==> src/hdl/sfla_pkg.sv <==
// Shared types and constants of the sorted free-list allocator.
`timescale 1ns / 1ps
package sfla_pkg;

   // Fixed widths of the request and response address and size ports.
   localparam int ADDR_PORT_W = 32;
   localparam int SIZE_PORT_W = 32;

   // Request kinds carried on req_type.
   typedef enum logic {
      REQ_ALLOC = 1'b0,
      REQ_FREE  = 1'b1
   } req_kind_type;

   // Response status codes.
   typedef enum logic [1:0] {
      ST_DONE  = 2'd0,
      ST_NOFIT = 2'd1,
      ST_FULL  = 2'd2
   } status_type;

   // Operation applied to every cell of the table chain at once.
   typedef enum logic [1:0] {
      CELL_HOLD   = 2'd0,
      CELL_INSERT = 2'd1,
      CELL_REMOVE = 2'd2
   } cell_op_type;

   // Status flags that each cell reports to its neighbours and the top level.
   typedef struct packed {
      logic valid;
      logic le;
      logic fit;
   } cell_flags_type;

endpackage

==> src/hdl/sfla_select.sv <==
// Registered pairwise tree that picks the entry to hand out on allocate.
`timescale 1ns / 1ps
module sfla_select
   import sfla_pkg::*;
#(
   parameter int TABLE_ENTRIES = 16,
   parameter int ADDR_WIDTH    = 32,
   parameter int SIZE_WIDTH    = 32
) (
   input  logic                             clock,
   input  logic                             load,
   input  logic                             step,
   input  logic                             fit_mode,
   input  logic                             leaf_fit  [TABLE_ENTRIES],
   input  logic [SIZE_WIDTH-1:0]            leaf_size [TABLE_ENTRIES],
   input  logic [ADDR_WIDTH-1:0]            leaf_addr [TABLE_ENTRIES],
   output logic                             win_fit,
   output logic [ADDR_WIDTH-1:0]            win_addr,
   output logic [$clog2(TABLE_ENTRIES)-1:0] win_idx
);

   localparam int IDX_W = $clog2(TABLE_ENTRIES);
   localparam int HALF  = (TABLE_ENTRIES + 1) / 2;

   typedef struct packed {
      logic                  fit;
      logic [SIZE_WIDTH-1:0] size;
      logic [ADDR_WIDTH-1:0] addr;
      logic [IDX_W-1:0]      idx;
   } cand_type;

   cand_type cand_ff [TABLE_ENTRIES];
   cand_type cand_in [TABLE_ENTRIES];
   cand_type pair_win [TABLE_ENTRIES];

   // The left candidate always holds the lower table index. First fit keeps
   // the left one whenever it fits; largest fit takes the right one only when
   // it is strictly larger, so the lower address wins a tie.
   function automatic cand_type pick(input cand_type lo, input cand_type hi,
                                     input logic mode);
      cand_type res;
      if (!mode) begin
         res = lo.fit ? lo : hi;
      end else if (hi.fit && (!lo.fit || (hi.size > lo.size))) begin
         res = hi;
      end else begin
         res = lo;
      end
      return res;
   endfunction

   // One level of the tree: slot i takes the winner of slots 2i and 2i+1.
   for (genvar i = 0; i < TABLE_ENTRIES; i++) begin : g_pair
      if ((i < HALF) && (2 * i + 1 < TABLE_ENTRIES)) begin : g_two
         assign pair_win[i] = pick(cand_ff[2*i], cand_ff[2*i+1], fit_mode);
      end else if (i < HALF) begin : g_one
         assign pair_win[i] = cand_ff[2*i];
      end else begin : g_none
         assign pair_win[i] = '0;
      end
   end

   // Load the leaves from the cells, or reduce by one level.
   always_comb begin
      for (int i = 0; i < TABLE_ENTRIES; i++) begin
         if (load) begin
            cand_in[i].fit  = leaf_fit[i];
            cand_in[i].size = leaf_size[i];
            cand_in[i].addr = leaf_addr[i];
            cand_in[i].idx  = IDX_W'(i);
         end else if (step) begin
            cand_in[i] = pair_win[i];
         end else begin
            cand_in[i] = cand_ff[i];
         end
      end
   end

   always_ff @(posedge clock) begin
      cand_ff <= cand_in;
   end

   assign win_fit  = cand_ff[0].fit;
   assign win_addr = cand_ff[0].addr;
   assign win_idx  = cand_ff[0].idx;

endmodule
==> config.mk <==
export PLATFORM = sky130hd
export DESIGN_NAME = sfla_select
export DESIGN_NICKNAME = d
export VERILOG_FILES = /design/src/hdl/sfla_pkg.sv /design/src/hdl/sfla_select.sv
export SDC_FILE = /design/constraint.sdc
export NUM_CORES = 2
export LEC_CHECK = 0
export ABC_AREA = 1
export BUFFER_PORTS_ARGS = -buffer_cell sky130_fd_sc_hd__buf_2
export CORE_AREA = 2 2 423 425
export DETAILED_ROUTE_END_ITERATION = 10
export DIE_AREA = 0 0 425 427
export PLACE_DENSITY = 0.6
export SKIP_LAST_GASP = 1
export SYNTH_ARGS = -nofsm -noshare
export SYNTH_HDL_FRONTEND = slang
export SYNTH_SLANG_ARGS = --single-unit
==> constraint.sdc <==
create_clock -name clock -period 36.5 [get_ports clock]
set_input_delay 7.3 -clock clock [delete_from_list [all_inputs] [get_ports clock]]
set_output_delay 7.3 -clock clock [all_outputs]
set_load 0.005 [all_outputs]
# --- Word level (Yosys, flattened, before mapping) ---
# Index checks and enable logic that the tools add are counted.
totals:
  ff_bits: 1082
  input_bits: 1044
  out_inout_bits: 37
  wordCells: 156
op_classes:
  n_lt_le_gt_ge: 8
  n_eq_ne: 4
  n_mux: 56
  reduce_logical: 28
op_table:
  columns: ["operator", "n"]
  rows:
  - ["69-bit two-way mux", 56]
  - ["32-bit > comparator", 8]
  - ["1-bit logical AND", 8]
  - ["1-bit logical NOT", 8]
  - ["1-bit logical OR", 8]
  - ["3-bit AND reduction", 2]
  - ["3-bit by 2-bit != test with 1-bit output, second input constant", 1]
  - ["3-bit != test, second input constant", 1]
  - ["2-bit by 1-bit != test with 1-bit output, second input constant", 1]
  - ["2-bit != test, second input constant", 1]
  - ["2-bit AND reduction", 1]
  - ["2-bit nonzero test", 1]

# --- Depth between registers and ports, before layout ---
logic_depth:
  depth_word: 7
  mapped_depth: 23
  ltp_nobuf: 21

# --- Worst setup path after synthesis ---
# OpenSTA, ideal clock, no wires.
synth_timing:
  path_kind: "input to register"
  startpoint: "in load"
  endpoint: "reg cand_ff[1000] (netlist bit), enable pin"
  setup_time_ps: 6833
  arrival_time_ps: 23456
  t_required_ps: 29667
  path_slack_ps: 6211
  cell_stages: 3
  path_buffers: 1
  cell_sequence: "clkbuf_1 > inv_1 > nand2_1"
synth_via:
  elab_chain_cells: 1
synth_lines:
  columns: ["item", "line", "source"]
  rows:
  - ["from (decl)", "sfla_select.sv:11", "input logic load,"]
  - ["2-bit nonzero test (no source line)", null, null]
  - ["to (signal assigned)", "sfla_select.sv:80", "cand_ff <= cand_in;"]
  - ["to (decl)", "sfla_select.sv:32", "cand_type cand_ff [TABLE_ENTRIES];"]
# Every way passes these cells.
# A chain may end at the register's enable or synchronous reset.

# --- Final worst setup path ---
layout_timing:
  startpoint: "in load"
  endpoint: "reg cand_ff[238] (netlist bit), enable pin"
# Same word-level chain as after synthesis.

==> impl_metrics.ini <==
[timing]
fmax_ghz = 0.0859
tightest_slew_ns = 1.21
fin_crit_sh = 0.319
rsz0062_at_grt = false
clock_skew_ns = 0.0444
drv_slew = 0
fin_setup_tns_ns = 0
finalSetupViolCount = 0
maxSlewHeadroom = 0.191
finalHoldViolCount = 0
min_period_ns = 11.64

[grt]
grtUsageTotal = 0.277
grt_max_degree = 191
antenna_found_initial = 109
grt_pass1_vias = 56900
grt_pass1_wl_mm = 370
grt-ovfl-total = 0

[layout]
multi_input_area_mm2 = 0.0263
filler_cell_count = 17900
final_nets = 10700
utilization = 0.434
area_growth_pct = 16.2
seq_area_mm2 = 0.0317
drive_gt1_frac = 0.143

[pwr]
power_switching_share = 0.316
p_seq_frac = 0.436
comb_power_share = 0.205
power.internal_mw = 2.47
p_leak_nw = 40.8
power.share.clock = 0.359
max-vdd-ir-drop_mv = 0.0316
p_per_area_mw_per_mm2 = 46.9
p_switching_mw = 1.14

[clock_tree]
clkTransAtPathRegs_ns = 0.06
cts_hold_buf = 0
ctsResizeCount = 0
clock_latency_ns = 0.81
post_cts_buffers = 0
tritoncts = yes
numClockSinks = 1061
numCtsBuffers = 132
htreeDepth = 4
root_buffer = clkbuf_16
cts_buffer_depth = 3

[synth]
synth_top_area_frac = 0.471
synth_area_leaders = edfxtp_1, nand2_1, inv_1
synth.area.mux_share = 0
synth_cells = 8688
syn_nets = 9988
netlist_area_mm2 = 0.0662
synthSimpleGateAreaFrac = 0.253
synth_top_family_by_area = simple AND/OR/NAND/NOR gates
yosysMostFrequentCell = nand2_1
synth_warnings = 0
ys_seq_elements = 1061
yosys.area.top_type = edfxtp_1
ys_seq_area_frac = 0.478
synth-edff-count = 1040
synthTopCellsByCount = nand2_1, inv_1, edfxtp_1
synth.distinct_cells = 30
synth_area_per_cell_um2 = 7.62
synthXorXnorAreaFrac = 0
synth_flop_cell = edfxtp_1
async_flop_share = 0
synthAdderAreaFrac = 0.0484
synth_compound_gate_area_share = 0.0955

[critical_path]
critPathTopFamily = buffers and inverters
cp_num_buf_inv = 5
worstPathArrival_ns = 12.04
cpMaxStageDelayCell = buf_4
crit_fanout = 190
crit_cells = 6
cpPeakStageDelay_ns = 0.98
cpMostUsedCell = buf_4
crit_path_end_kind = flop
crit_chain = buf_8 -> inv_1 -> nand2_4 -> buf_12 -> buf_4 -> buf_4
cp.required_ns = 36.90
setup.worst_path.class = primary input to flop
cp-start-kind = primary input
reg2reg_depth = 17

[floorplanning]
die_w_um = 425
io-pin-count = 1081
design.core.area_mm2 = 0.177
die-height_um = 427
die_area_mm2 = 0.181
fp-row-count = 155
initial_utilization = 0.374

[hold_path]
hp-class = flop to flop
worst_hold_path.num_cells = 2

[drt]
ant_nets = 0
routed_via_density = 5.13
drtIter0Drc = 6954
vias = 61200
drc = 0
drt_wl_total_mm = 261
wl_per_cell_um = 21.9
first_pass_iters = 6

[placement]
hpwl_mm = 192
gp_congestion = 0.935
io_buffers = 1080

[flow_run]
drv_cap = 0

[run_status]
status = completed
-- cell families (layout without fill, tap and decap cells) --
logic type | after synthesis | after routing
AND/OR/NAND/NOR | 4105 | 4105
buffers and inverters | 2081 | 2893
AO/OA/AOI/OAI | 1185 | 1185
flip-flops | 1061 | 1061
adder cells (fa/ha/maj) | 256 | 256
other | 0 | 78
-- sequential cells by signal (all words and copies together), names as in the netlist --
signal and cells:
win_idx 4, win_fit 1, cand_ff 1024, win_addr 32
-- layer usage --
metal / GRT usage / part of all wire
met2: 0.423 / 0.45
met4: 0.189 / 0.068
met3: 0.0403 / 0.070
met1: 0.362 / 0.41
met5: 0 / 0.00034
-- cell usage in the layout (no fill, tap or decap), drive strengths merged --
master	count
dfxtp	21
ha	256
and3	2
a32o	64
nor3	10
diode	78
bufinv	10
o211ai	3
o21ai	499
edfxtp	1040
o22ai	3
nor3b	2
nor4	2
inv	1520
nand4	23
nand3	913
a22oi	1
a21o	8
o21a	16
nand2	3074
a21oi	591
nand3b	6
clkbuf	160
buf	1149
nor2	73
clkinvlp	4
clkinv	50
-- power groups by stage --
stage / registers (mW) / logic, mW / clock network, mW
after detailed placement: 1.59 / 0.732 / 0
final: 1.57 / 0.739 / 1.30
after global routing: 1.58 / 0.833 / 1.36
after floorplan: 1.59 / 0.494 / 0
after CTS: 1.57 / 0.736 / 1.32
after global placement: 1.59 / 0.716 / 0
-- metrics by stage --
| stage | total power [mW] | hold WS, ns | cell area [um2] | setup slack, ns | cells |
|---|---|---|---|---|---|
| after global placement | 2.31 | 0.461 | 72600 | 24.19 | 11600 |
| after CTS | 3.62 | 0.489 | 76700 | 24.96 | 11900 |
| final | 3.61 | 0.488 | 76900 | 24.86 | 11900 |
| after global routing | 3.77 | 0.513 | 76900 | 24.55 | 11900 |
| after floorplan | 2.09 | 0.447 | 66200 | 6.21 | 8688 |
| after detailed placement | 2.33 | 0.477 | 72600 | 24.12 | 11600 |
-- worst register-to-register path: stages, from the launching register on --
cell and delay (ns):
edfxtp_1 0.40, inv_1 0.10, ha_1 0.28, nand2_1 0.09, nor3_2 0.27, and3_1 0.30
nand2_1 0.08, nand2_1 0.06, nand2_1 0.06, nand2_2 0.05, buf_4 0.70, nand2_2 0.86
buf_4 0.59, nand2_1 0.17, nand3_1 0.07, nand2_1 0.12, nand2_1 0.07, nand2_1 0.21
-- worst paths after layout --
| kind | from | end | slack, ns |
|---|---|---|---|
| setup / recovery | load | cand_ff[238] | 24.86 |
| hold / removal | cand_ff[900] | cand_ff[900] | 0.49 |
| setup reg to reg | cand_ff[135] | cand_ff[564] | 31.87 |
| hold reg to reg | cand_ff[900] | cand_ff[900] | 0.49 |
-- area by class of cell --
type	count	area share
flip-flops and latches	1061	0.411
multi-input cells	5546	0.342
repair buffers	1149	0.0782
inverters	1512	0.0738
clock buffers	160	0.0448
well taps	2355	0.0383
clock inverters	72	0.00901
diodes	78	0.00254
Note: power is estimated with default switching activity, not from simulation.
