--- config.mk ---
export PLATFORM = sky130hd
export DESIGN_NAME = sfla_cell
export DESIGN_NICKNAME = d
export VERILOG_FILES = /design/src/hdl/sfla_pkg.sv /design/src/hdl/sfla_cell.sv
export SDC_FILE = /design/constraint.sdc
export NUM_CORES = 1
export LEC_CHECK = 0
export ABC_CLOCK_PERIOD_IN_PS = 4040
export BUFFER_PORTS_ARGS = -buffer_cell sky130_fd_sc_hd__buf_2
export CAP_MARGIN = 20
export CORE_AREA = 4 4 118 120
export CTS_CLUSTER_SIZE = 8
export DETAILED_ROUTE_END_ITERATION = 7
export DIE_AREA = 0 0 122 124
export GPL_TIMING_DRIVEN = 0
export PLACE_DENSITY = 0.78
export SLEW_MARGIN = 15
export SYNTH_ARGS = -nofsm -noshare
export SYNTH_HDL_FRONTEND = slang
export SYNTH_SLANG_ARGS = --single-unit
--- constraint.sdc ---
create_clock -name clock -period 4.04 [get_ports clock]
set_input_delay 0.202 -clock clock [delete_from_list [all_inputs] [get_ports clock]]
set_output_delay 0.202 -clock clock [all_outputs]
set_load 0.05 [all_outputs]
--- src/hdl/sfla_pkg.sv ---
// Shared types and constants of the sorted free-list allocator.
`timescale 1ns / 1ps
package sfla_pkg;

   // Fixed widths of the request and response address and size ports.
   localparam int ADDR_PORT_W = 32;
   localparam int SIZE_PORT_W = 32;

   // Request kinds carried on req_type.
   typedef enum logic {
      REQ_ALLOC = 1'b0,
      REQ_FREE  = 1'b1
   } req_kind_type;

   // Response status codes.
   typedef enum logic [1:0] {
      ST_DONE  = 2'd0,
      ST_NOFIT = 2'd1,
      ST_FULL  = 2'd2
   } status_type;

   // Operation applied to every cell of the table chain at once.
   typedef enum logic [1:0] {
      CELL_HOLD   = 2'd0,
      CELL_INSERT = 2'd1,
      CELL_REMOVE = 2'd2
   } cell_op_type;

   // Status flags that each cell reports to its neighbours and the top level.
   typedef struct packed {
      logic valid;
      logic le;
      logic fit;
   } cell_flags_type;

endpackage

--- src/hdl/sfla_cell.sv ---
// One cell of the free table chain: holds one address and size entry.
`timescale 1ns / 1ps
module sfla_cell
   import sfla_pkg::*;
#(
   parameter int TABLE_ENTRIES = 16,
   parameter int ADDR_WIDTH    = 32,
   parameter int SIZE_WIDTH    = 32,
   parameter int INDEX         = 0
) (
   input  logic                             clock,
   input  logic                             reset,
   input  cell_op_type                      op,
   input  logic [ADDR_WIDTH-1:0]            new_addr,
   input  logic [SIZE_WIDTH-1:0]            new_size,
   input  logic [SIZE_WIDTH-1:0]            want,
   input  logic [$clog2(TABLE_ENTRIES)-1:0] rm_idx,
   input  cell_flags_type                   left_flags,
   input  logic [ADDR_WIDTH-1:0]            left_addr,
   input  logic [SIZE_WIDTH-1:0]            left_size,
   input  cell_flags_type                   right_flags,
   input  logic [ADDR_WIDTH-1:0]            right_addr,
   input  logic [SIZE_WIDTH-1:0]            right_size,
   output cell_flags_type                   flags,
   output logic [ADDR_WIDTH-1:0]            addr,
   output logic [SIZE_WIDTH-1:0]            size
);

   localparam int IDX_W = $clog2(TABLE_ENTRIES);
   localparam logic [IDX_W-1:0] MY_IDX = IDX_W'(INDEX);

   logic                  valid_ff, valid_in;
   logic [ADDR_WIDTH-1:0] addr_ff, addr_in;
   logic [SIZE_WIDTH-1:0] size_ff, size_in;

   // Local comparisons against the request in hand.
   assign flags.valid = valid_ff;
   assign flags.le    = valid_ff && (addr_ff <= new_addr);
   assign flags.fit   = valid_ff && (size_ff >= want);
   assign addr        = addr_ff;
   assign size        = size_ff;

   // Next entry: keep, take the new entry, or take a neighbour's entry.
   always_comb begin
      valid_in = valid_ff;
      addr_in  = addr_ff;
      size_in  = size_ff;
      case (op)
         CELL_INSERT: begin
            if (!flags.le) begin
               if (left_flags.le) begin
                  valid_in = 1'b1;
                  addr_in  = new_addr;
                  size_in  = new_size;
               end else begin
                  valid_in = left_flags.valid;
                  addr_in  = left_addr;
                  size_in  = left_size;
               end
            end
         end
         CELL_REMOVE: begin
            if (MY_IDX >= rm_idx) begin
               valid_in = right_flags.valid;
               addr_in  = right_addr;
               size_in  = right_size;
            end
         end
         default: begin
         end
      endcase
   end

   // Only the valid bit is control state; the entry payload needs no reset.
   always_ff @(posedge clock) begin
      if (reset) begin
         valid_ff <= 1'b0;
      end else begin
         valid_ff <= valid_in;
      end
   end

   always_ff @(posedge clock) begin
      addr_ff <= addr_in;
      size_ff <= size_in;
   end

endmodule

; Word level (Yosys, flattened, before mapping)
; Cells that the tools add are included.
[classes]
n_addsub = 0
multipliers = 0
div_mod_pow = 0
magnitude_cmp = 3
n_eq_ne = 4
n_shift = 0
n_mux = 12
n_bitwise = 0
reduce_logical = 4
[ops]
columns = op, n
row1 = $mux W32, 6
row2 = $pmux W32 S2, 2
row3 = $ge A32 B32 Y1, 1
row4 = $le A32 B32 Y1, 1
row5 = $ge A1 B4 Y1 const A, 1
row6 = $ne A2 B2 Y1 const B, 2
row7 = $mux W1, 3
row8 = $reduce_and A3 Y1, 1
row9 = $eq A2 B1 Y1 const B, 1
row10 = $eq A2 B2 Y1 const B, 1
row11 = $logic_and A1 B1 Y1, 2
row12 = $pmux W1 S2, 1
row13 = $reduce_bool A2 Y1, 1
[totals]
ff_bits = 65
latch_bits = 0
ram_bits = 0
rom_bits = 0
inputBits = 238
out_inout_bits = 67
elab_cells = 26
n_memories = 0

; Logic depth before layout (Yosys ltp)
; Gate-level depths: netlist (run 1).
[logic_depth]
ltp_word = 4
mapped_depth = 8
ltp_nobuf = 8

; Worst setup path before layout (run 1)
; No wires, ideal clock.
[synth_path]
kind = register -> register
from = reg addr_ff[14] (netlist: addr[14])
to = reg valid_ff
setup_ps = 124
t_arrival_ps = 3783
t_required_ps = 3916
setup_slack_ps = 133
stages_incl_launch_ff = 8
path_buffers = 0
synth_period_minus_slack_ps = 3907
path_cell_list = edfxtp_1 ha_1 nand4_1 nor4_1 a21boi_1 o31a_1 o31a_1 mux2_4
[synth_via]
elab_chain_cells = 4
[synth_lines]
columns = item, line_no
row1 = start: declaration, sfla_cell.sv:33  ; logic [ADDR_WIDTH-1:0] addr_ff, addr_in;
row2 = start signal: assignment, sfla_cell.sv:84  ; addr_ff <= addr_in;
row3 = $le A32 B32 Y1, sfla_cell.sv:38  ; assign flags.le = valid_ff && (addr_ff <= new_addr);
row4 = $logic_and A1 B1 Y1, sfla_cell.sv:38
row5 = $ne A2 B2 Y1 (no source line), --
row6 = $reduce_and A3 Y1 (no source line), --
row7 = end signal: assignment, sfla_cell.sv:79  ; valid_ff <= valid_in;
row8 = end: declaration, sfla_cell.sv:32  ; logic valid_ff, valid_in;
; No other way between the ends.
; A chain may end at the register's enable or synchronous reset.

==> impl_results.md, run 1 <==
- Worst r2r path cells: 8
- Via count: 4,912
- Clock Latency Late Sink: around 0.32 ns
- DP Cell Count: 997
- Setup_tns: 0 ns
- Synth cell types: 35
- Detailed placer's ending HPWL: 13,270 um
- Synth top area share: 39.05%
- Worst slew pin tran: 0.7802 ns
- Fraction of layout cells with a size suffix above 1: 38.35%
- RSZ-0062 raised after global routing: no
- Seq/Total Area, Yosys: approximately two fifths
- Yosys reg bits: 65
- Crit-path cells: ha_1 -> nand4_1 -> nor4_1 -> nand3_1 -> o21ai_0 -> and2_1 -> buf_2
- Slew headroom: 47.99%
- LEAKAGE: 3.625 nW
- Post-route DRC: 0
- Crit-path max FO: 5
- Syn-to-layout area delta: 42.46%
- Max stage delay on crit path: 0.57 ns
- Routed WL: 15,670 um
- Crit Path Class: flip-flop to output port
- Largest cells by area after synthesis: edfxtp_1, ha_1, mux2i_1
- NumNets Final: 1,134
- Final Instance Area: 7010 um^2
- Final worst path period share: a little over two thirds
- WP data arrival: 2.65 ns
- Max_cap viols: 0
- Worst VDD drop: 213.6 uV
- Initial DRC Count: about 170
- Total CTS buffers: 9
- Vias per cell: 4.849
- Final clock skew: 0.006373 ns
- CTS tree: built
- HP Class: input pin to flip-flop
- Tot Pwr: 2.188 mW
- WP data required: 3.84 ns
- Initial core utilization: 37.91%
- Hold_ws: 0.1497 ns
- Gr ovfl total: 0
- Core box area: 12,980 um^2
- Root buf cell: clkbuf_16
- Fin crit period: 2.849 ns
- First-pass GRT wire length: 22,940 um
- Number of flops mapped to enable cells by yosys: 64
- Drt pass-1 iters: 4
- Largest net degree at the start of global routing: 21
- Async S/R FF share, synth: 0%
- CP Buf/Inv Count: 1
- Endpoints failing setup: 0
- Die H: 124 um
- Delay-heaviest family, CP: simple AND/OR/NAND/NOR gates
- Power Density: between 300 and 400 nW/um^2
- Largest area contributor in the netlist: edfxtp_1
- Final hold viol count: 0
- # hold bufs at CTS: 0
- Vias in the first global route: 4,874
- Avg Cell Area, Syn: 9.518 um^2
- CP startpoint kind: flip-flop
- CP max stage cell: nor4_1
- Dpl cell area: 6731 um^2
- Wire per inst: 15.47 um
- IO Port Bufs: ~300
- Critical path depth: 7
- Syn. warnings: 0
- Io pins: 305
- Clock-pin slew on the worst setup and hold paths: 0.06 ns
- Mapped Area: 4921 um^2
- Post-synth net total: 819
- Hold path depth: 3
- RD Place Congestion: 0.8432
- Initial antenna violation count: 0
- Mapped Cells: 517
- Status: finished, final reports clean
- Full die area: around 15,000 um^2
- Die X: ~120 um
- Clk sinks: 65
- Fmax: 0.3511 GHz
- H-tree depth: 3
- Global router's overall resource usage: a little under 20%
- Post-CTS setup buffers: 0
- Post-CTS Resized: 0
- Clock Path Buffers: 2
- Synth Flop Type: edfxtp_1
- Count of final max-slew check failures: 0
- Critical Path End Type: output port
- Finished Layout Cells: between 1,000 and 1,500
- Core Rows: 42
- Antenna cell count: 0
- Antenna Nets Post-Route: 0
## Yosys cell counts (6+ instances only)
master	instances
inv_1	64
nand4_1	12
buf_1	7
nor2_1	6
a21oi_1	23
nand3_1	7
a21o_1	10
nand2_1	77
o21ai_0	71
ha_1	64
mux2i_1	64
edfxtp_1	64
clkbuf_1	13
## worst reg2reg max path, cell delays in order, from the launching register on
cell and delay (ns):
edfxtp_1 0.39, ha_1 0.33, nand4_1 0.22, nor4_1 0.57, nand3_1 0.22, a2bb2oi_2 0.18
o31a_2 0.27, buf_16 0.25, mux2_4 0.31
## metal layers
| metal | global-route usage [%] | share of wire [%] | up-vias |
|---|---|---|---|
| met4 | 7.843 | 2.2 | 0 |
| met3 | 4.587 | 7.5 | 25 |
| li1 | - | - | 2482 |
| met5 | 0 | 0 | - |
| met1 | 21.02 | 38 | 2207 |
| met2 | 36.91 | 52 | 198 |
## final timing paths
kind	start	end	slack, ns
setup / recovery	addr[31]	flags[1]	1.19
setup reg to reg	addr[31]	valid_ff	1.19
hold reg to reg	valid_ff	valid_ff	0.84
hold / removal	right_addr[22]	addr[22]	0.15
## cell families after synthesis
logic type / Yosys count / synth area share (%)
AOI/OAI and AO/OA: 119 / 13.68
and+or+nand+nor: 118 / 10.60
buffers and inverters: 86 / 6.662
muxes: 65 / 13.32
DFF: 65 / 39.46
adders and majority gates: 64 / 16.27
## per-stage QoR
step	util (%)	worst slack (ns)
after floorplan	-	0.1330
after global placement	51.21	-0.5641
after detailed placement	51.86	1.172
after CTS	54.01	1.159
after global routing	54.01	1.048
final	54.01	1.191
## registers in the layout (all words and copies together), names as in the netlist
signal,count
valid_ff,1
addr,32
size,32
## layout by cell type, fill, tap and decap left out, types with 4 or more instances in the layout
| cell type | synthesis | layout |
|---|---|---|
| a21o_1 | 10 | 10 |
| a21oi_1 | 23 | 23 |
| buf_1 | 7 | 7 |
| buf_2 | 1 | 302 |
| clkbuf_1 | 13 | 15 |
| clkbuf_16 | 0 | 9 |
| edfxtp_1 | 64 | 64 |
| ha_1 | 64 | 64 |
| inv_1 | 64 | 64 |
| mux2i_1 | 64 | 64 |
| nand2_1 | 77 | 77 |
| nand3_1 | 7 | 7 |
| nand4_1 | 12 | 12 |
| nor2_1 | 6 | 6 |
| nor2b_1 | 4 | 4 |
| nor4_1 | 5 | 5 |
| o21ai_0 | 71 | 71 |
## cell type report
class | instances | area (um^2)
Inverter | 64 | 240.2
Multi-Input combinational cell | 366 | 2653
Clock inverter | 5 | 46.29
Buffer | 22 | 87.58
Fill cell | 1223 | 5969
Timing Repair Buffer | 304 | 1589
Sequential cell | 65 | 1942
Tap cell | 176 | 220.2
Clock buffer | 11 | 232.7
## power by group
group	total, mW	internal (mW)	switching, mW	leakage, nW
Clock	0.745	0.471	0.275	0.136
Sequential	0.828	0.802	0.0252	0.612
Combinational	0.615	0.240	0.375	2.88
Note: power is estimated with default switching activity, not from simulation.
==> inputs of run 2 (changes only) <==
ABC_CLOCK_PERIOD_IN_PS = 2700   (was 4040)
clock period = 2.7 ns   (was 4.04 ns; I/O delays follow)
==> impl_results.md, run 2 (same netlist as run 1, synthesis figures left out) <==
- Die H: 124 um (unchanged)
- Global router's overall resource usage: 20.16% (+0.60 points)
- Total CTS buffers: 9 (unchanged)
- Critical Path End Type: output port
- Drt pass-1 iters: 4 (unchanged)
- Clock Latency Late Sink: 0.33 ns (about the same)
- Antenna cell count: 0 (unchanged)
- LEAKAGE: 3.644 nW (+0.52%)
- Post-route DRC: 0 (unchanged)
- Core Rows: 42 (unchanged)
- Initial DRC Count: 151 (-13%)
- Fin crit period: between 2 and 3 ns
- Gr ovfl total: 0 (unchanged)
- Routed WL: 16,240 um (+3.6%)
- Core box area: 12,980 um^2 (unchanged)
- NumNets Final: 1,136 (+0.18%)
- CP startpoint kind: flip-flop
- Endpoints failing setup: 0 (unchanged)
- Area of the multi-input gates: 2766 um^2 (+4.3%)
- Wire per inst: 16.00 um (+3.4%)
- Crit-path max FO: 5 (unchanged)
- Full die area: 15,130 um^2 (unchanged)
- Storage element area: 1942 um^2 (unchanged)
- Power Density: 467.8 nW/um^2 (+50%)
- Syn-to-layout area delta: 43.68%
- Crit Path Class: flip-flop to output port
- Antenna Nets Post-Route: 0 (unchanged)
- Pre-CTS setup slack: -0.2340 ns (-1.406 ns)
- H-tree depth: 3 (unchanged)
- First-pass GRT wire length: 23,450 um (+2.2%)
- Largest net degree at the start of global routing: 34 (+62%)
- Utilization after layout: 54.47% (+0.46 points)
- Fmax: 0.3774 GHz
- WP data arrival: 2.51 ns (-0.14 ns)
- Clock Path Buffers: 2 (unchanged)
- Most frequent cells in the layout: buf_2, nand2_1, o21ai_0
- Fill count: 1,263 (+3.3%)
- Slew headroom: 47.05% (-0.94 points)
- HP Class: input pin to flip-flop
- CTS tree: built
- Clk sinks: 65 (unchanged)
- Initial core utilization: 37.91% (unchanged)
- RSZ-0062 raised after global routing: yes
- Vias in the first global route: 4,874 (unchanged)
- Worst VDD drop: 300.4 uV (+41%)
- Clock-pin slew on the worst setup and hold paths: 0.06 ns (about the same)
- RD Place Congestion: 0.8035 (-4.7%)
- Root buf cell: clkbuf_16
- Max_cap viols: 0 (unchanged)
- Initial antenna violation count: 0 (unchanged)
- Count of final max-slew check failures: 0 (unchanged)
- Worst slew pin tran: 0.7942 ns (+0.01409 ns)
- Status: finished, final reports clean
- Die X: 122 um (unchanged)
- Vias per cell: 4.884 (+0.72%)
- WP data required: 2.57 ns (-1.27 ns)
- Most common library cell in the layout ignoring fill and taps: buf_2
- IO Port Bufs: 301 (unchanged)
- Final clock skew: 0.007741 ns (+0.001368 ns)
- Io pins: 305 (unchanged)
- Fraction of layout cells with a size suffix above 1: 39.57% (+1.2 points)
- Final hold viol count: 0 (unchanged)
- Via count: 4,957 (+0.92%)
- Final WS setup: 0.05063 ns (-1.141 ns)
- # hold bufs at CTS: 0 (unchanged)
- Dpl cell area: 6694 um^2 (-0.56%)
- Detailed placer's ending HPWL: 12,970 um (-2.3%)
- Final worst path period share: 98.12%
- Final Instance Area: 7071 um^2 (+0.86%)
run 2: cell count changes in the layout (fill, tap and decap cells not counted), sizes merged:
cell / change
o31a: +2
run 2: path summary, 6_finish.rpt:
path | slack, ns | from | end | cells past startpoint
worst max register to register | 0.07 | addr[10] | addr[4] | 6
worst max-delay path | 0.05 | addr[29] | flags[1] | 8
worst min-delay path | 0.07 | right_addr[19] | addr[19] | 3
worst min register to register | 0.82 | valid_ff | valid_ff | 2
run 2: repair_timing:
action,CTS,global route
setup endpoints to repair,66,67
pin swaps,1,7
gates cloned,1,1
buffers inserted,0,3
resized for setup,3,7
run 2: metrics by stage:
step / setup TNS (ns) / hold WS (ns) / std cells / total power [mW]
after global placement: -7.021 / 0.4095 / 994 / 2.155
after CTS: 0 / 0.06215 / 1011 / 3.323
final: 0 / 0.07492 / 1015 / 3.308
after detailed placement: -10.12 / 0.4139 / 994 / 2.176
after global routing: -0.4247 / 0.07141 / 1015 / 3.489
after floorplan: -0.08186 / 0.3221 / 517 / 1.822
run 2: cell type report:
class / instances / share of cell area (%)
flip-flops and latches: 65 / 27.46
repair buffers: 304 / 21.71
inverters: 64 / 3.398
plain buffers: 22 / 1.239
multi-input cells: 368 / 39.13
clock buffers: 11 / 3.291
clock inverters: 5 / 0.6548
well taps: 176 / 3.114
run 2: where the power goes:
part	internal (mW)	leakage [nW]	switching, mW
sequential	1.20	0.612	0.0377
clock	0.704	0.136	0.430
combinational	0.358	2.90	0.577
total	2.26	3.64	1.04
run 2: routing by layer:
metal | share of wire, % | up-vias | GRT usage, %
li1 | - | 2502 | -
met1 | 38 | 2245 | 21.93
met2 | 52 | 195 | 38.05
met3 | 7.7 | 15 | 5.086
met4 | 1.5 | 0 | 6.863
met5 | 0 | - | 0
run 2: critical path: stages (launching register included):
cell	delay [ns]
edfxtp_1	0.43
ha_1	0.31
nand4_1	0.23
nor3_1	0.10
a221o_1	0.33
a211o_4	0.31
o21ai_1	0.14
and2_1	0.17
buf_6	0.17
==> inputs of run 3 (changes only) <==
ABC_CLOCK_PERIOD_IN_PS = 2900   (was 2700)
clock period = 2.9 ns   (was 2.7 ns; I/O delays follow)
==> impl_results.md, run 3 (same netlist as run 1, synthesis figures left out) <==
- Status: finished, final reports clean
- Via count: 4,936 (-0.42%)
- Int Pwr: 2.009 mW (-11%)
- Antenna Nets Post-Route: 0 (unchanged)
- Initial antenna violation count: 0 (unchanged)
- Final hold viol count: 0 (unchanged)
- Initial core utilization: 37.91% (unchanged)
- Full die area: 15,130 um^2 (unchanged)
- Io pins: 305 (unchanged)
- Clk sinks: 65 (unchanged)
- Setup_tns: 0 ns (unchanged)
- Vias per cell: 4.892 (+0.17%)
- First-pass GRT wire length: 23,310 um (-0.59%)
- HP Class: input pin to flip-flop
- Vias in the first global route: 4,867 (-0.14%)
- Final clock skew: 0.004549 ns (-0.003192 ns)
- Clock Latency Late Sink: 0.33 ns (about the same)
- Fraction of layout cells with a size suffix above 1: 38.30% (-1.3 points)
- WP data required: 2.76 ns (+0.19 ns)
- Syn-to-layout area delta: 40.76%
- Storage element area: 1942 um^2 (unchanged)
- Clock network fraction of total power: 32.2% (-2.1 points)
- Power Density: 425.8 nW/um^2 (-9.0%)
- Core box area: 12,980 um^2 (unchanged)
- Drt pass-1 iters: 4 (unchanged)
- CTS tree: built
- Initial DRC Count: 203 (+34%)
- Utilization after layout: 53.36% (-1.1 points)
- RSZ-0062 raised after global routing: no
- Antenna cell count: 0 (unchanged)
- Worst R2R Start: addr[31]
- DP Cell Count: 994 (unchanged)
- Max_cap viols: 0 (unchanged)
- Clock-pin slew on the worst setup and hold paths: 0.05 ns (about the same)
- Worst slew pin tran: 0.7913 ns (-0.002977 ns)
- Post-route DRC: 0 (unchanged)
- Comb pwr share: 28.8% (+0.5 points)
- Total CTS buffers: 9 (unchanged)
- Most frequent cells in the layout: buf_2, nand2_1, o21ai_0
- NumNets Final: 1,132 (-0.35%)
- Global router's overall resource usage: 20.09% (-0.077 points)
- Crit-path max FO: 5 (unchanged)
- Fin crit period: approximately 2.7 ns
- Routed WL: 15,790 um (-2.8%)
- Seq pwr share: 39.1% (+1.6 points)
- Finished Layout Cells: 1,009 (-0.59%)
- # hold bufs at CTS: 0 (unchanged)
- Count of final max-slew check failures: 0 (unchanged)
- Most common library cell in the layout ignoring fill and taps: buf_2
- Critical Path End Type: output port
- Largest net degree at the start of global routing: 34 (unchanged)
- H-tree depth: 3 (unchanged)
- Slew headroom: 47.25% (+0.20 points)
- CP startpoint kind: flip-flop
- Die H: 124 um (unchanged)
- Area of the multi-input gates: 2685 um^2 (-2.9%)
- Hold Startpoint: right_size[2]
- Wire per inst: 15.65 um (-2.2%)
- Die X: 122 um (unchanged)
- Crit Path Class: flip-flop to output port
- Worst VDD drop: 254.3 uV (-15%)
- Fill count: 1,208 (-4.4%)
- Post-CTS setup buffers: 0 (unchanged)
- Endpoints failing setup: 0 (unchanged)
- Gr ovfl total: 0 (unchanged)
- Fmax: 0.3648 GHz
- RD Place Congestion: 0.8303 (+3.3%)
- Core Rows: 42 (unchanged)
- Detailed placer's ending HPWL: 12,920 um (-0.35%)
- Clock Path Buffers: 2 (unchanged)
- WP data arrival: 2.60 ns (+0.09 ns)
- Final worst path period share: approximately 95%
- Root buf cell: clkbuf_16
- LEAKAGE: 3.593 nW (-1.4%)
- Switch share: 31.88% (+0.30 points)
- Critical path startpoint: addr[31]
- Psw: 0.9402 mW (-10%)
- IO Port Bufs: 301 (unchanged)
==> run 3: cell count changes in the layout (fill, tap and decap cells not counted), sizes merged <==
cell and delta:
clkinv -3, o31a -1, clkbuf +2, bufinv -1, buf -3
==> run 3: stage by stage <==
step | total power, mW | hold slack, ns | area [um^2] | worst slack, ns
6_report | 2.949 | 0.08776 | 6927 | 0.1586
5_1_grt | 3.112 | 0.08875 | 6927 | 0.04623
4_1_cts | 2.980 | 0.07423 | 6919 | 0.01146
3_5_place_dp | 2.020 | 0.4247 | 6664 | -0.02608
3_3_place_gp | 2.002 | 0.4187 | 6664 | -0.01522
2_1_floorplan | 1.691 | 0.3321 | 4937 | 0.07786
==> run 3: worst max-delay path, cell delays in order (launching register included) <==
cell and delay [ns]:
edfxtp_1 0.39, ha_1 0.32, nand4_1 0.21, nor3_1 0.10, a221o_1 0.32, a211o_1 0.32, o21ai_0 0.19, and2_1 0.15
buf_2 0.26
==> run 3: cell type report <==
| cell class | instances | share of cell area, % |
|---|---|---|
| Buffer | 22 | 1.264 |
| Clock buffer | 13 | 3.468 |
| Clock inverter | 1 | 0.07225 |
| Inverter | 64 | 3.468 |
| Multi-Input combinational cell | 367 | 38.76 |
| Sequential cell | 65 | 28.03 |
| Tap cell | 176 | 3.179 |
| Timing Repair Buffer | 301 | 21.75 |
==> run 3: timing repair <==
action	CTS	global route
endpoints found under the setup margin	1	32
gates resized for setup	0	1
endpoints found under the hold margin	0	0
gates cloned	1	0
==> run 3: worst paths after layout <==
path,to,slack (ns),cells past startpoint
worst min-delay path,size[2],0.09,3
worst min register to register,valid_ff,0.81,2
worst max-delay path,flags[1],0.16,8
worst max register to register,valid_ff,0.22,7
==> run 3: metal layers <==
layer  share of wire [%]  GRT usage [%]
met1                  39          22.61
met2                  50          36.50
met3                 8.1          4.632
met4                 2.5          8.473
met5                   0              0
==> run 3: power groups by stage <==
| stage | clock [mW] | sequential, mW | combinational [mW] |
|---|---|---|---|
| 6_report | 0.949 | 1.15 | 0.848 |
| 5_1_grt | 1.02 | 1.16 | 0.935 |
| 4_1_cts | 0.972 | 1.15 | 0.855 |
| 3_3_place_gp | 0 | 1.17 | 0.833 |
| 2_1_floorplan | 0 | 1.36 | 0.335 |
| 3_5_place_dp | 0 | 1.17 | 0.848 |
